## src/design/rfb_pkg.sv

```systemverilog
`timescale 1ns / 1ps
package rfb_pkg;
	localparam int unsigned MaxEncodings = 64;
	localparam int unsigned MaxFrameSide = 4096;
	localparam logic [12:0] FrameWidthReset = 13'd1024;
	localparam logic [12:0] FrameHeightReset = 13'd768;
	localparam int unsigned QueueDepth = 2;

	typedef enum logic [3:0] {
		PH_VERSION, PH_SECURITY, PH_SHARED, PH_TYPE, PH_PIXFMT,
		PH_ENC_HEAD, PH_ENC_BODY, PH_UPDATE, PH_KEY, PH_POINTER
	} phase_t;

	typedef enum logic [3:0] {
		EV_VERSION = 4'd0, EV_SECURITY = 4'd1, EV_INIT = 4'd2, EV_PIXFMT = 4'd3,
		EV_ENCODINGS = 4'd4, EV_UPDATE = 4'd5, EV_KEY = 4'd6, EV_POINTER = 4'd7,
		EV_ERROR = 4'd8
	} event_t;

	localparam logic [0:0] CFG_FRAME_WIDTH = 1'b0;
	localparam logic [0:0] CFG_FRAME_HEIGHT = 1'b1;

	// classified message handed from front to back
	typedef struct packed {
		event_t      kind;
		logic [9:0]  minor;
		logic        flag;
		logic [15:0] a;
		logic [15:0] b;
		logic [15:0] c;
		logic [15:0] d;
	} cmd_t;
endpackage

```

## src/design/rfb_front.sv

```systemverilog
`timescale 1ns / 1ps
module rfb_front #(
	parameter int unsigned MAX_ENCODINGS = rfb_pkg::MaxEncodings
) (
	input  logic            clk,
	input  logic            arst_n,
	input  logic            in_valid,
	output logic            in_ready,
	input  logic [7:0]      rx_byte,
	output logic            cmd_valid,
	input  logic            cmd_ready,
	output rfb_pkg::cmd_t   cmd
);
	rfb_pkg::phase_t phase_q, phase_d;
	logic [4:0]  pos_q, pos_d;
	logic [9:0]  minor_q, minor_d;
	logic [15:0] enc_q, enc_d;
	logic        err_q, err_d;
	logic        hdr_ok_q, hdr_ok_d;
	logic [7:0]  buf_q [0:15];
	logic        emit;
	rfb_pkg::cmd_t cmd_d;
	logic        take;
	logic        dig;
	logic [15:0] cnt;
	logic [3:0]  wr_idx;
	logic        wr_en;
	logic [7:0]  pfx;
	logic [3:0]  pf;

	assign in_ready = !cmd_valid || cmd_ready;
	assign take = in_valid && in_ready;
	assign dig = rx_byte >= 8'h30 && rx_byte <= 8'h39;
	assign cnt = {buf_q[1], rx_byte};
	assign pf = pos_q[3:0] - 4'd3;

	always_comb begin
		unique case (pos_q[2:0])
			3'd0: pfx = 8'h52;
			3'd1: pfx = 8'h46;
			3'd2: pfx = 8'h42;
			3'd3: pfx = 8'h20;
			3'd4: pfx = 8'h30;
			3'd5: pfx = 8'h30;
			3'd6: pfx = 8'h33;
			default: pfx = 8'h2e;
		endcase
	end

	// next state
	always_comb begin
		phase_d = phase_q;
		pos_d = pos_q;
		minor_d = minor_q;
		enc_d = enc_q;
		err_d = err_q;
		hdr_ok_d = hdr_ok_q;
		emit = 1'b0;
		wr_en = 1'b0;
		wr_idx = pos_q[3:0];
		cmd_d = '0;
		if (!err_q) begin
			unique case (phase_q)
				rfb_pkg::PH_VERSION: begin
					wr_en = 1'b1;
					if (pos_q < 5'd8 && rx_byte != pfx) hdr_ok_d = 1'b0;
					if (pos_q >= 5'd8 && pos_q <= 5'd10) begin
						if (!dig) hdr_ok_d = 1'b0;
						minor_d = 10'(minor_q * 10'd10 + (dig ? 10'(rx_byte - 8'h30) : 10'd0));
					end
					if (pos_q < 5'd11) pos_d = pos_q + 5'd1;
					else begin
						emit = 1'b1;
						if (!hdr_ok_q || rx_byte != 8'h0a ||
								!(minor_q == 10'd3 || minor_q == 10'd7 || minor_q == 10'd8)) begin
							err_d = 1'b1;
							cmd_d.kind = rfb_pkg::EV_ERROR;
						end else begin
							pos_d = '0;
							phase_d = (minor_q == 10'd3) ? rfb_pkg::PH_SHARED
								: rfb_pkg::PH_SECURITY;
							cmd_d.kind = rfb_pkg::EV_VERSION;
							cmd_d.minor = minor_q;
						end
					end
				end
				rfb_pkg::PH_SECURITY: begin
					emit = 1'b1;
					if (rx_byte != 8'd1) begin
						err_d = 1'b1;
						cmd_d.kind = rfb_pkg::EV_ERROR;
					end else begin
						phase_d = rfb_pkg::PH_SHARED;
						cmd_d.kind = rfb_pkg::EV_SECURITY;
					end
				end
				rfb_pkg::PH_SHARED: begin
					emit = 1'b1;
					cmd_d.kind = rfb_pkg::EV_INIT;
					phase_d = rfb_pkg::PH_TYPE;
					pos_d = '0;
				end
				rfb_pkg::PH_TYPE: begin
					pos_d = '0;
					hdr_ok_d = 1'b1;
					unique case (rx_byte)
						8'd0: phase_d = rfb_pkg::PH_PIXFMT;
						8'd2: phase_d = rfb_pkg::PH_ENC_HEAD;
						8'd3: phase_d = rfb_pkg::PH_UPDATE;
						8'd4: phase_d = rfb_pkg::PH_KEY;
						8'd5: phase_d = rfb_pkg::PH_POINTER;
						default: begin
							emit = 1'b1;
							err_d = 1'b1;
							cmd_d.kind = rfb_pkg::EV_ERROR;
						end
					endcase
				end
				rfb_pkg::PH_PIXFMT: begin
					// running check of each non-padding format byte as it arrives
					if (pos_q >= 5'd3 && pos_q <= 5'd15) begin
						unique case (pf)
							4'd0: if (rx_byte != 8'd32) hdr_ok_d = 1'b0;
							4'd1: if (rx_byte != 8'd24) hdr_ok_d = 1'b0;
							4'd2: if (rx_byte != 8'd0) hdr_ok_d = 1'b0;
							4'd3: if (rx_byte != 8'd1) hdr_ok_d = 1'b0;
							4'd4, 4'd6, 4'd8: if (rx_byte != 8'd0) hdr_ok_d = 1'b0;
							4'd5, 4'd7, 4'd9: if (rx_byte != 8'd255) hdr_ok_d = 1'b0;
							4'd10: if (rx_byte != 8'd16) hdr_ok_d = 1'b0;
							4'd11: if (rx_byte != 8'd8) hdr_ok_d = 1'b0;
							4'd12: if (rx_byte != 8'd0) hdr_ok_d = 1'b0;
							default: ;
						endcase
					end
					if (pos_q < 5'd18) pos_d = pos_q + 5'd1;
					else begin
						emit = 1'b1;
						if (!hdr_ok_q) begin
							err_d = 1'b1;
							cmd_d.kind = rfb_pkg::EV_ERROR;
						end else begin
							cmd_d.kind = rfb_pkg::EV_PIXFMT;
							phase_d = rfb_pkg::PH_TYPE;
							pos_d = '0;
						end
					end
				end
				rfb_pkg::PH_ENC_HEAD: begin
					wr_en = 1'b1;
					if (pos_q < 5'd2) pos_d = pos_q + 5'd1;
					else begin
						enc_d = cnt;
						pos_d = '0;
						if (32'(cnt) > MAX_ENCODINGS) begin
							emit = 1'b1;
							err_d = 1'b1;
							cmd_d.kind = rfb_pkg::EV_ERROR;
						end else if (cnt == 16'd0) begin
							emit = 1'b1;
							cmd_d.kind = rfb_pkg::EV_ENCODINGS;
							phase_d = rfb_pkg::PH_TYPE;
						end else phase_d = rfb_pkg::PH_ENC_BODY;
					end
				end
				rfb_pkg::PH_ENC_BODY: begin
					if (pos_q < 5'd3) pos_d = pos_q + 5'd1;
					else begin
						pos_d = '0;
						enc_d = enc_q - 16'd1;
						if (enc_q == 16'd1) begin
							emit = 1'b1;
							cmd_d.kind = rfb_pkg::EV_ENCODINGS;
							phase_d = rfb_pkg::PH_TYPE;
						end
					end
				end
				rfb_pkg::PH_UPDATE: begin
					wr_en = 1'b1;
					if (pos_q < 5'd8) pos_d = pos_q + 5'd1;
					else begin
						emit = 1'b1;
						cmd_d.kind = rfb_pkg::EV_UPDATE;
						cmd_d.flag = buf_q[0] != 8'd0;
						cmd_d.a = {buf_q[1], buf_q[2]};
						cmd_d.b = {buf_q[3], buf_q[4]};
						cmd_d.c = {buf_q[5], buf_q[6]};
						cmd_d.d = {buf_q[7], rx_byte};
						phase_d = rfb_pkg::PH_TYPE;
						pos_d = '0;
					end
				end
				rfb_pkg::PH_KEY: begin
					wr_en = 1'b1;
					if (pos_q < 5'd6) pos_d = pos_q + 5'd1;
					else begin
						emit = 1'b1;
						cmd_d.kind = rfb_pkg::EV_KEY;
						cmd_d.flag = buf_q[0] != 8'd0;
						cmd_d.a = {buf_q[3], buf_q[4]};
						cmd_d.b = {buf_q[5], rx_byte};
						phase_d = rfb_pkg::PH_TYPE;
						pos_d = '0;
					end
				end
				rfb_pkg::PH_POINTER: begin
					wr_en = 1'b1;
					if (pos_q < 5'd4) pos_d = pos_q + 5'd1;
					else begin
						emit = 1'b1;
						cmd_d.kind = rfb_pkg::EV_POINTER;
						cmd_d.a = {8'd0, buf_q[0]};
						cmd_d.b = {buf_q[1], buf_q[2]};
						cmd_d.c = {buf_q[3], rx_byte};
						phase_d = rfb_pkg::PH_TYPE;
						pos_d = '0;
					end
				end
				default: begin
					emit = 1'b1;
					err_d = 1'b1;
					cmd_d.kind = rfb_pkg::EV_ERROR;
				end
			endcase
		end
	end

	always_ff @(posedge clk or negedge arst_n) begin
		if (!arst_n) begin
			phase_q <= rfb_pkg::PH_VERSION;
			pos_q <= '0;
			minor_q <= '0;
			enc_q <= '0;
			err_q <= 1'b0;
			hdr_ok_q <= 1'b1;
			cmd_valid <= 1'b0;
		end else begin
			if (take && emit) cmd_valid <= 1'b1;
			else if (cmd_ready) cmd_valid <= 1'b0;
			if (take) begin
				phase_q <= phase_d;
				pos_q <= pos_d;
				minor_q <= minor_d;
				enc_q <= enc_d;
				err_q <= err_d;
				hdr_ok_q <= hdr_ok_d;
			end
		end
	end

	always_ff @(posedge clk) begin
		if (take && emit) cmd <= cmd_d;
		if (take && wr_en) buf_q[wr_idx] <= rx_byte;
	end
endmodule

```

## src/design/rfb_queue.sv

```systemverilog
`timescale 1ns / 1ps
module rfb_queue #(
	parameter int unsigned DEPTH = rfb_pkg::QueueDepth
) (
	input  logic          clk,
	input  logic          arst_n,
	input  logic          wr_valid,
	output logic          wr_ready,
	input  rfb_pkg::cmd_t wr_data,
	output logic          rd_valid,
	input  logic          rd_ready,
	output rfb_pkg::cmd_t rd_data
);
	localparam int unsigned AW = (DEPTH > 1) ? $clog2(DEPTH) : 1;
	rfb_pkg::cmd_t mem_q [0:DEPTH-1];
	logic [AW-1:0] wp_q, rp_q;
	logic [AW:0]   cnt_q;
	logic wr, rd;

	assign wr_ready = cnt_q != (AW+1)'(DEPTH);
	assign rd_valid = cnt_q != '0;
	assign wr = wr_valid && wr_ready;
	assign rd = rd_valid && rd_ready;
	assign rd_data = mem_q[rp_q];

	always_ff @(posedge clk or negedge arst_n) begin
		if (!arst_n) begin
			wp_q <= '0;
			rp_q <= '0;
			cnt_q <= '0;
		end else begin
			if (wr) wp_q <= (wp_q == AW'(DEPTH - 1)) ? '0 : wp_q + AW'(1);
			if (rd) rp_q <= (rp_q == AW'(DEPTH - 1)) ? '0 : rp_q + AW'(1);
			cnt_q <= cnt_q + (AW+1)'(wr) - (AW+1)'(rd);
		end
	end

	always_ff @(posedge clk) begin
		if (wr) mem_q[wp_q] <= wr_data;
	end
endmodule

```

## src/design/rfb_back.sv

```systemverilog
`timescale 1ns / 1ps
module rfb_back #(
	parameter int unsigned MAX_FRAME_SIDE = rfb_pkg::MaxFrameSide
) (
	input  logic          clk,
	input  logic          arst_n,
	input  logic          cmd_valid,
	output logic          cmd_ready,
	input  rfb_pkg::cmd_t cmd,
	input  logic [12:0]   frame_width,
	input  logic [12:0]   frame_height,
	output logic          out_valid,
	input  logic          out_ready,
	output logic [3:0]    event_kind,
	output logic [9:0]    minor_version,
	output logic          incremental,
	output logic [15:0]   rect_x,
	output logic [15:0]   rect_y,
	output logic [12:0]   rect_width,
	output logic [12:0]   rect_height,
	output logic          key_down,
	output logic [31:0]   key_symbol,
	output logic [7:0]    button_mask,
	output logic [15:0]   pointer_x,
	output logic [15:0]   pointer_y
);
	logic [16:0] fw, fh, rw, rh, w, h;
	logic take, is_upd;

	assign cmd_ready = !out_valid || out_ready;
	assign take = cmd_valid && cmd_ready;
	assign is_upd = cmd.kind == rfb_pkg::EV_UPDATE;
	assign fw = (17'(frame_width) > 17'(MAX_FRAME_SIDE)) ? 17'(MAX_FRAME_SIDE)
		: 17'(frame_width);
	assign fh = (17'(frame_height) > 17'(MAX_FRAME_SIDE)) ? 17'(MAX_FRAME_SIDE)
		: 17'(frame_height);
	assign rw = fw - 17'(cmd.a);
	assign rh = fh - 17'(cmd.b);

	// clip to frame; outside origin gives empty rectangle
	always_comb begin
		if (17'(cmd.a) >= fw || 17'(cmd.b) >= fh) begin
			w = '0;
			h = '0;
		end else begin
			w = (17'(cmd.c) > rw) ? rw : 17'(cmd.c);
			h = (17'(cmd.d) > rh) ? rh : 17'(cmd.d);
		end
	end

	always_ff @(posedge clk or negedge arst_n) begin
		if (!arst_n) out_valid <= 1'b0;
		else if (take) out_valid <= 1'b1;
		else if (out_ready) out_valid <= 1'b0;
	end

	always_ff @(posedge clk) begin
		if (take) begin
			event_kind <= cmd.kind;
			minor_version <= cmd.minor;
			incremental <= is_upd && cmd.flag;
			rect_x <= is_upd ? cmd.a : '0;
			rect_y <= is_upd ? cmd.b : '0;
			rect_width <= is_upd ? w[12:0] : '0;
			rect_height <= is_upd ? h[12:0] : '0;
			key_down <= (cmd.kind == rfb_pkg::EV_KEY) && cmd.flag;
			key_symbol <= (cmd.kind == rfb_pkg::EV_KEY) ? {cmd.a, cmd.b} : '0;
			button_mask <= (cmd.kind == rfb_pkg::EV_POINTER) ? cmd.a[7:0] : '0;
			pointer_x <= (cmd.kind == rfb_pkg::EV_POINTER) ? cmd.b : '0;
			pointer_y <= (cmd.kind == rfb_pkg::EV_POINTER) ? cmd.c : '0;
		end
	end
endmodule

```

## src/design/rfb_client_message_parser_top.sv

```systemverilog
`timescale 1ns / 1ps
// channel   handshake               payload
// in        in_valid / in_ready     rx_byte
// out       out_valid / out_ready   event_kind .. pointer_y
// cfg       cfg_we                  cfg_index, cfg_data
// One byte per cycle when the output side keeps up; events see two register
// stages (front classify, back clip) plus a two-entry request queue.
// The front stalls only when its output register holds a request the queue
// cannot take. Reset clears phase, counters and the error latch.
// After an error no further request is produced until reset.
module rfb_client_message_parser_top #(
	parameter int unsigned MAX_ENCODINGS = rfb_pkg::MaxEncodings,
	parameter int unsigned MAX_FRAME_SIDE = rfb_pkg::MaxFrameSide
) (
	input  logic        clk,
	input  logic        arst_n,
	input  logic        in_valid,
	output logic        in_ready,
	input  logic [7:0]  rx_byte,
	input  logic        cfg_we,
	input  logic [0:0]  cfg_index,
	input  logic [12:0] cfg_data,
	output logic        out_valid,
	input  logic        out_ready,
	output logic [3:0]  event_kind,
	output logic [9:0]  minor_version,
	output logic        incremental,
	output logic [15:0] rect_x,
	output logic [15:0] rect_y,
	output logic [12:0] rect_width,
	output logic [12:0] rect_height,
	output logic        key_down,
	output logic [31:0] key_symbol,
	output logic [7:0]  button_mask,
	output logic [15:0] pointer_x,
	output logic [15:0] pointer_y
);
	logic [12:0] fw_q, fh_q;
	logic f_valid, f_ready, b_valid, b_ready;
	rfb_pkg::cmd_t f_cmd, b_cmd;

	always_ff @(posedge clk or negedge arst_n) begin
		if (!arst_n) begin
			fw_q <= rfb_pkg::FrameWidthReset;
			fh_q <= rfb_pkg::FrameHeightReset;
		end else if (cfg_we) begin
			unique case (cfg_index)
				rfb_pkg::CFG_FRAME_WIDTH: fw_q <= cfg_data;
				default: fh_q <= cfg_data;
			endcase
		end
	end

	rfb_front #(.MAX_ENCODINGS(MAX_ENCODINGS)) u_front (
		.clk, .arst_n, .in_valid, .in_ready, .rx_byte,
		.cmd_valid(f_valid), .cmd_ready(f_ready), .cmd(f_cmd)
	);

	rfb_queue u_queue (
		.clk, .arst_n, .wr_valid(f_valid), .wr_ready(f_ready), .wr_data(f_cmd),
		.rd_valid(b_valid), .rd_ready(b_ready), .rd_data(b_cmd)
	);

	rfb_back #(.MAX_FRAME_SIDE(MAX_FRAME_SIDE)) u_back (
		.clk, .arst_n, .cmd_valid(b_valid), .cmd_ready(b_ready), .cmd(b_cmd),
		.frame_width(fw_q), .frame_height(fh_q),
		.out_valid, .out_ready, .event_kind, .minor_version, .incremental,
		.rect_x, .rect_y, .rect_width, .rect_height, .key_down, .key_symbol,
		.button_mask, .pointer_x, .pointer_y
	);
endmodule

```

## config.mk

```make
export PLATFORM = sky130hd
export DESIGN_NAME = rfb_client_message_parser_top
export DESIGN_NICKNAME = d
export VERILOG_FILES = /design/src/design/rfb_pkg.sv /design/src/design/rfb_front.sv /design/src/design/rfb_queue.sv /design/src/design/rfb_back.sv /design/src/design/rfb_client_message_parser_top.sv
export SDC_FILE = /design/constraint.sdc
export NUM_CORES = 1
export LEC_CHECK = 0
export ABC_CLOCK_PERIOD_IN_PS = 15600
export BUFFER_PORTS_ARGS = -buffer_cell sky130_fd_sc_hd__clkbuf_2
export CORE_MARGIN = 4
export CORE_UTILIZATION = 60
export DETAILED_ROUTE_END_ITERATION = 8
export GPL_TIMING_DRIVEN = 0
export PLACE_DENSITY = 0.79
export RECOVER_POWER = 50
export SLEW_MARGIN = 10
export SYNTH_ARGS = -nofsm -noshare
export SYNTH_HDL_FRONTEND = slang
export SYNTH_SLANG_ARGS = --single-unit
```

## constraint.sdc

```tcl
create_clock -name clk -period 15.6 [get_ports clk]
set_input_delay 2.34 -clock clk [delete_from_list [all_inputs] [get_ports clk]]
set_output_delay 2.34 -clock clk [all_outputs]
set_load 0.05 [all_outputs]
```

==> key figures, run 1 <==
STA
  – Period utilization: 0.4750
  – Final min period: 7.409 ns
  – Skew final: 0.02634 ns
  – Final hold slack: 0.4344 ns
  – Max-slew violations: 230
  – Count of final hold-check violations: 0
  – Unrepaired setup endpoints after global routing: false
  – Slew margin rel.: -0.8073
  – Final setup TNS: 0 ns
  – Setup violations, final: 0
  – Worst Max-Slew Pin Slew: 2.711 ns
  – Fmax: 135.0 MHz

Yosys
  – EDFF count, synth: 447
  – Post-Synthesis Cells: 1908
  – Avg Cell Area, Syn: 12.69 um^2
  – Post-synth top area share: 0.5543
  – Ranking of synthesized cells by area: edfxtp_1 (55%), dfrtp_1 (6.7%), ha_1 (6.2%)
  – Flops & latches, synth: 516
  – Yosys cell types: 77
  – Sequential cell area fraction in the yosys report: 0.6258
  – Yosys top cell by area: edfxtp_1
  – Synth warn: 0
  – Synth Flop Type: edfxtp_1
  – Post-synthesis async set-or-reset flop share: 0.1337
  – Post-synthesis instance area: 24220 um^2

Outcome
  – Failing checks: capacitance limit, slew limit
  – Status: finished, violations left

Finish
  – Final antenna diode count: 0
  – Cell area after layout: 27430 um^2
  – Fraction of layout cells with a size suffix above 1: 0.1564
  – Most frequent cells in the layout: edfxtp_1 (447), nor2_1 (199), clkbuf_2 (164), ha_1 (120), a21oi_1 (118)
  – Nets@finish: 2303
  – Leading cell type in the layout, fill and taps excluded: edfxtp_1
  – Layout area overhead: 13.27%

Setup path
  – Kind of critical path: reg2reg
  – Slowest stage delay, CP: 0.82 ns
  – Delay-heaviest family, CP: buffers and inverters
  – Critical Path RT: 15.94 ns
  – Critical path buffer and inverter count: 6
  – CP Cell Sequence: clkbuf_1, clkbuf_1, clkbuf_1, clkbuf_1, mux2i_1, ha_1, nor2b_1, o31a_1, o31a_1, o211ai_1, nand2b_1, a21oi_1, xor2_1, ha_1, a21o_1, a211o_1, a221oi_1, o21ai_0, and3_1, clkbuf_1, buf_2, nor2_1, a211oi_1
  – Most used cell, CP: clkbuf_1
  – Crit path DAT: 7.75 ns
  – Crit end category: flop
  – Setup crit start kind: flop
  – Max Fanout on Critical Path: 10
  – Slowest cell on the critical path: mux2i_1

Placed design
  – GPL Wtd Cong: 0.9268
  – Post-DP HPWL: 43.75 mm
  – Buffers on Ports: 174
  – Area post-placement: 26090 um^2

Routing
  – DR pass1 iterations: 5
  – Routed via count: 16589
  – DR iter-0 viols: 1407
  – DR WL/cell: 22.04 um
  – DRT Wirelength: 59.90 mm
  – Remaining DRCs: 0
  – Routed Antenna Nets: 0
  – Vias per inst: 6.103

CTS
  – Num CTS Buffers: 50
  – TritonCTS clock tree: done
  – Hold Buf Count CTS: 0
  – Max clock buf depth: 3
  – CTS sink count: 516
  – Setup bufs post-CTS: 0
  – Clk slew on worst S/H paths: 0.06 ns
  – Clock latency on the worst-skew pair: 0.60 ns
  – Root buffer cell: clkbuf_16
  – Post-cts resize count: 0
  – H-tree lvl count: 2

Flow run
  – Max Cap Viol: 7

Global routing
  – First-pass GRT wire length: 90.89 mm
  – Initial antenna violation count: 0
  – Congestion Overflow GR: 0
  – Tot GR Track Use: 0.2664
  – Vias in the first global route: 16150
  – Largest net degree at the start of global routing: 46

Floorplan
  – Core Area: 39820 um^2
  – Initial Utilization: 0.6081
  – Die X: 208.9 um
  – Std-Cell Rows: 73
  – Die Area: 43640 um^2
  – Top Ports: 175
  – Die Y: 208.9 um

Power
  – PwrDens: 166.4 nW/um^2
  – Pleak: 0.01056 uW
  – VDD IR max: 0.00007657 V

Min path
  – Hold Path Class: reg2reg
## routing by layer
metal | vias to the layer above | track usage | wire length [um]
li1 | 7529 | - | -
met1 | 8125 | 0.3432 | 23430
met2 | 803 | 0.4603 | 29650
met3 | 132 | 0.05254 | 4874
met4 | 0 | 0.08348 | 1944
met5 | - | 0 | 0
## cells by family after synthesis
logic type               share of synthesized area
AND/OR/NAND/NOR                             0.1112
multiplexers                               0.05017
adder cells (fa/ha/maj)                    0.06572
XOR/XNOR                                   0.01736
flip-flops                                  0.6258
AO/OA/AOI/OAI                               0.1000
other                                    0.0001549
buffers and inverters                      0.02955
## worst register-to-register path, delay by kind of cell (launching register included)
| family | cells | cell delay (ns) |
|---|---|---|
| AOI/OAI and AO/OA | 9 | 1.96 |
| xor gates and xnor gates | 1 | 0.10 |
| adders and majority gates | 2 | 0.63 |
| buffers and inverters | 6 | 2.70 |
| DFF | 1 | 0.33 |
| muxes | 1 | 0.82 |
| and+or+nand+nor | 4 | 0.62 |
## cells in the mapped netlist, types with 4 or more instances
| library cell | instances |
|---|---|
| o21ai_0 | 83 |
| a21oi_1 | 118 |
| nor2_1 | 200 |
| a31oi_1 | 6 |
| clkbuf_1 | 66 |
| nor2b_1 | 28 |
| xnor2_1 | 26 |
| o32ai_1 | 4 |
| o31ai_1 | 9 |
| a211oi_2 | 12 |
| nand2b_1 | 20 |
| a32oi_1 | 4 |
| fa_1 | 4 |
| and2_1 | 31 |
| a22oi_1 | 51 |
| mux2i_1 | 40 |
| and3_1 | 24 |
| nand3_1 | 24 |
| o211ai_1 | 5 |
| nor4_1 | 17 |
| nand3b_1 | 5 |
| a21o_1 | 11 |
| dfrtp_1 | 65 |
| or2_2 | 5 |
| nand4_1 | 14 |
| inv_1 | 97 |
| nor3_1 | 25 |
| o31a_1 | 6 |
| mux2_2 | 71 |
| edfxtp_1 | 447 |
| nand2_1 | 111 |
| ha_1 | 120 |
| buf_2 | 10 |
| xor2_1 | 22 |
| o22ai_1 | 5 |
| or3_1 | 17 |
| or4_1 | 7 |
| nor3b_1 | 6 |
| o21a_1 | 10 |
| dfstp_2 | 4 |
| buf_1 | 4 |
| a211oi_1 | 23 |
## stage by stage
| step | cells | total power (uW) | worst slack (ns) | util |
|---|---|---|---|---|
| 2_1_floorplan | 1913 | 3019 | 4.414 | - |
| 3_3_place_gp | 2612 | 3424 | 1.463 | 0.6469 |
| 3_5_place_dp | 2625 | 3446 | 8.838 | 0.6550 |
| 4_1_cts | 2718 | 4598 | 8.782 | 0.6942 |
| 5_1_grt | 2718 | 4767 | 7.867 | 0.6888 |
| 6_report | 2718 | 4566 | 8.191 | 0.6888 |
## area by class of cell
cell class	instances	area, um^2
Inverter	98	367.9
Sequential cell	516	15150
Multi-Input combinational cell	1215	8369
Clock inverter	31	241.5
Buffer	84	335.3
Tap cell	525	656.9
Clock buffer	62	1318
Timing Repair Buffer	187	987.2
Fill cell	2805	12390
## power by group
group | leakage, uW | internal (uW) | total, uW | switching (uW)
clock network | 0.000764 | 639 | 1150 | 514
logic | 0.00471 | 448 | 1650 | 1210
registers | 0.00508 | 1700 | 1760 | 62.4
## worst paths after layout
kind                       cells past startpoint                            endpoint  slack (ns)                           from
setup reg to reg                              23  u_back.rect_width[6]$_SDFFCE_PP0P_        8.19       u_queue.rp_q$_DFFE_PN0P_
hold / removal                                 0      u_queue.mem_q[0][26]$_DFFE_PP_        0.43  u_front.cmd[26]$_SDFFCE_PP0P_
hold reg to reg                                0      u_queue.mem_q[0][26]$_DFFE_PP_        0.43  u_front.cmd[26]$_SDFFCE_PP0P_
max in group asynchronous                      2        u_front.pos_q[1]$_DFFE_PN0P_       10.35                         arst_n
min in group asynchronous                      1      u_front.phase_q[3]$_DFFE_PN0P_        2.27                         arst_n
setup / recovery                              23  u_back.rect_width[6]$_SDFFCE_PP0P_        8.19       u_queue.rp_q$_DFFE_PN0P_
## flip-flops by register name (all words and copies together) (netlist names), 2 cells and up
name                  cells
u_back.rect_height       13
u_front.pos_q             5
u_front.phase_q           4
u_front.cmd              79
u_back.rect_x            16
u_back.minor_version     10
u_back.pointer_x         16
u_front.enc_q            16
u_back.button_mask        8
u_front.minor_q          10
u_back.rect_width        13
u_back.key_symbol        32
u_front.buf_q            64
u_queue.mem_q           158
u_back.rect_y            16
fh_q                     13
u_queue.cnt_q             2
u_back.event_kind         4
fw_q                     13
u_back.pointer_y         16
Power figures use the tool's default switching activity.
==> run 2, diff against run 1 <==
Settings changed: ABC_AREA from default to 1, ABC_CLOCK_PERIOD_IN_PS 15600 to 6500, CORE_UTILIZATION 60 to 55, PLACE_DENSITY 0.79 to 0.77.
Clock period 15.6 ns to 6.5 ns, I/O delays scaled along.
==> run 2 against run 1 <==
Against the previous run: the flow still finishes with violations (capacitance limit, slew limit); maximum frequency up 27%; hold slack gained 0.0058 ns; wire length up 2.4%; total power grew to 2.6 times the previous value; clock power increased by 150%; register-to-register slack worse by 7.5 ns; critical path depth increased by 6; sequential cell count unchanged; largest cell class unchanged.
==> key figures, run 2 <==
Routing
  – DR pass1 iterations: 5 (unchanged)
  – Met3 WL post-DR: 4.756 mm (was 4.874 mm)
  – Vias per inst: 5.526 (was 6.103)
  – DR WL/cell: 19.01 um (was 22.04 um)
  – Routed via count: 17834 (was 16589)
  – Remaining DRCs: 0 (unchanged)
  – DR iter-0 viols: 1541 (was 1407)
  – Routed wl met2: 29.90 mm (was 29.65 mm)
  – DR top layer: met5 (was met4)
  – Routed Antenna Nets: 0 (unchanged)
  – DRT Wirelength: 61.36 mm (was 59.90 mm)
  – Post-Route M1 WL: 25.12 mm (was 23.43 mm)

Placed design
  – Post-DP HPWL: 45.95 mm (was 43.75 mm)
  – GPL Wtd Cong: 0.9657 (was 0.9268)
  – Buffers on Ports: 174 (unchanged)

STA
  – Fmax: 171.0 MHz (was 135.0 MHz)
  – Max-slew violations: 176 (was 230)
  – Count of final hold-check violations: 0 (unchanged)
  – Unrepaired setup endpoints after global routing: false (unchanged)
  – Final min period: 5.849 ns (was 7.409 ns)
  – Slew margin rel.: -0.6506 (was -0.8073)
  – Setup violations, final: 0 (unchanged)
  – Worst Max-Slew Pin Slew: 2.467 ns (was 2.711 ns)
  – Final setup TNS: 0 ns (unchanged)
  – Period utilization: 0.8999 (was 0.4750)
  – Skew final: 0.02246 ns (was 0.02634 ns)

Floorplan
  – Top Ports: 175 (unchanged)
  – Std-Cell Rows: 77 (was 73)
  – Core Area: 44320 um^2 (was 39820 um^2)
  – Die X: 220.0 um (was 208.9 um)
  – Die Area: 48400 um^2 (was 43640 um^2)
  – Initial Utilization: 0.5578 (was 0.6081)
  – Die Y: 220.0 um (was 208.9 um)

Finish
  – Most frequent cells in the layout: edfxtp_1 (447), nand2_1 (416), nor2_1 (281), inv_1 (274), clkbuf_1 (183) (was edfxtp_1 (447), nor2_1 (199), clkbuf_2 (164), ha_1 (120), a21oi_1 (118))
  – Final Core Density: 0.6311 (was 0.6888)
  – Nets@finish: 2744 (was 2303)
  – Largest register FFs: 158 (unchanged)
  – Leading cell type in the layout, fill and taps excluded: edfxtp_1 (unchanged)
  – Most flop-heavy register: u_queue.mem_q (unchanged)
  – Biggest regs: u_queue.mem_q: 158 flops, u_front.cmd: 79 flops, u_front.buf_q: 64 flops (unchanged)
  – Fraction of layout cells with a size suffix above 1: 0.09643 (was 0.1564)
  – Layout area overhead: 13.15% (was 13.27%)

Yosys
  – Post-synth top area share: 0.5430 (was 0.5543)
  – Top cells by count, synth: edfxtp_1 (447), nand2_1 (416), nor2_1 (281), inv_1 (275), o21ai_0 (129) (was edfxtp_1 (447), nor2_1 (200), ha_1 (120), a21oi_1 (118), nand2_1 (111))
  – Most frequent cell after synthesis: edfxtp_1 (unchanged)
  – Post-synthesis async set-or-reset flop share: 0.1337 (unchanged)
  – Flops & latches, synth: 516 (unchanged)
  – Post-Synthesis Cells: 2349 (was 1908)
  – Synth Flop Type: edfxtp_1 (unchanged)
  – Avg Cell Area, Syn: 10.52 um^2 (was 12.69 um^2)
  – Ranking of synthesized cells by area: edfxtp_1 (54%), dfrtp_1 (6.6%), nand2_1 (6.3%) (was edfxtp_1 (55%), dfrtp_1 (6.7%), ha_1 (6.2%))
  – Post-synthesis instance area: 24720 um^2 (was 24220 um^2)
  – Yosys top cell by area: edfxtp_1 (unchanged)
  – Synth warn: 0 (unchanged)
  – EDFF count, synth: 447 (unchanged)
  – Yosys cell types: 59 (was 77)
  – Sequential cell area fraction in the yosys report: 0.6130 (was 0.6258)

Min path
  – Hold Path Class: reg2reg (unchanged)

CTS
  – Root buffer cell: clkbuf_16 (unchanged)
  – Setup bufs post-CTS: 0 (unchanged)
  – CTS sink count: 516 (unchanged)
  – Clk slew on worst S/H paths: 0.06 ns (about the same)
  – Hold Buf Count CTS: 0 (unchanged)
  – Max clock buf depth: 3 (unchanged)
  – Post-cts resize count: 0 (unchanged)
  – Num CTS Buffers: 51 (was 50)
  – H-tree lvl count: 2 (unchanged)
  – TritonCTS clock tree: done (unchanged)
  – Clock latency on the worst-skew pair: 0.60 ns (about the same)

Setup path
  – Critical Path RT: 6.84 ns (was 15.94 ns)
  – Crit end category: flop (unchanged)
  – Max Fanout on Critical Path: 10 (unchanged)
  – Most used cell, CP: nand2_1 (was clkbuf_1)
  – Setup crit start kind: flop (unchanged)
  – Kind of critical path: reg2reg (unchanged)
  – Slowest stage delay, CP: 0.43 ns (was 0.82 ns)
  – Crit path DAT: 6.19 ns (was 7.75 ns)
  – Slowest cell on the critical path: clkbuf_1 (was mux2i_1)

Global routing
  – First-pass GRT wire length: 94.71 mm (was 90.89 mm)
  – Largest net degree at the start of global routing: 71 (was 46)
  – Initial antenna violation count: 3 (was 0)
  – Tot GR Track Use: 0.2514 (was 0.2664)
  – Vias in the first global route: 17340 (was 16150)
  – Congestion Overflow GR: 0 (unchanged)

Flow run
  – Max Cap Viol: 6 (was 7)

Power
  – PwrDens: 425.6 nW/um^2 (was 166.4 nW/um^2)
  – VDD IR max: 0.0003067 V (was 0.00007657 V)
  – Pleak: 0.01163 uW (was 0.01056 uW)

Outcome
  – Status: finished, violations left (unchanged)
  – Failing checks: capacitance limit, slew limit (unchanged)
## run 2: changes by cell type after synthesis, sizes merged, moves of 28 or more
cell	before	now
nand2	112	418
inv	97	281
nor2	200	303
o21ai	83	160
mux2	72	0
nand3	24	86
or2	5	52
mux2i	40	3
and2	31	0
a211oi	35	6
nor2b	28	0
## run 2: final timing paths
check / slack (ns) / cells after the start / start / end
max: 0.65 / 29 / u_queue.rp_q$_DFFE_PN0P_ / u_back.rect_height[9]$_SDFFCE_PP0P_
min: 0.44 / 0 / u_front.cmd[0]$_SDFFCE_PP0P_ / u_queue.mem_q[0][0]$_DFFE_PP_
max reg2reg: 0.65 / 29 / u_queue.rp_q$_DFFE_PN0P_ / u_back.rect_height[9]$_SDFFCE_PP0P_
min reg2reg: 0.44 / 0 / u_front.cmd[0]$_SDFFCE_PP0P_ / u_queue.mem_q[0][0]$_DFFE_PP_
max in group asynchronous: 2.66 / 2 / arst_n / fh_q[1]$_DFFE_PN0P_
min in group asynchronous: 0.83 / 1 / arst_n / u_front.enc_q[7]$_DFFE_PN0P_
## run 2: critical path, delay by kind of cell, from the launching register on
family / cells / cell delay (ns)
DFF: 1 / 0.39
buffers and inverters: 9 / 1.96
AOI/OAI and AO/OA: 4 / 0.90
and+or+nand+nor: 12 / 1.09
adders and majority gates: 3 / 0.91
xor gates and xnor gates: 1 / 0.30
## run 2: layout make-up
type,count,area (um^2)
multi-input cells,1481,8184
inverters,282,1065
clock inverters,31,227.7
diodes,1,2.502
flip-flops and latches,516,15150
repair buffers,186,885.9
fillers,3522,16350
well taps,592,740.7
clock buffers,63,1384
plain buffers,75,326.6
## run 2: metrics by stage
step	worst slack (ns)	instance area, um^2	std cells	hold slack, ns	total power, uW
final	0.6507	27970	3227	0.4402	11900
after detailed placement	0.9107	26640	3132	0.4297	9221
after floorplan	0.2239	24740	2354	0.4215	7907
after global routing	0.2489	27970	3226	0.4533	12530
after CTS	0.8254	28260	3226	0.3388	12080
after global placement	-1.523	26350	3120	0.4227	9127
## run 2: cells by family (layout without fill, tap and decap cells)
group                      after synthesis  after routing  synth area share
and+or+nand+nor                        938            938            0.1625
adders and majority gates              124            124           0.06398
DFF                                    516            516            0.6130
AOI/OAI and AO/OA                      358            358           0.08427
muxes                                    3              3          0.001215
other                                    1              7         0.0001517
xor gates and xnor gates                52             52           0.01842
buffers and inverters                  357            637           0.05638
## run 2: layer usage
layer / up-vias / track usage
li1: 8464 / -
met1: 8553 / 0.3326
met2: 698 / 0.4310
met3: 115 / 0.04151
met4: 4 / 0.07285
met5: - / 0
## run 2: power breakdown
group	switching (uW)	internal, uW
combinational	3660	1110
sequential	148	4150
clock	1250	1600
total	5050	6860
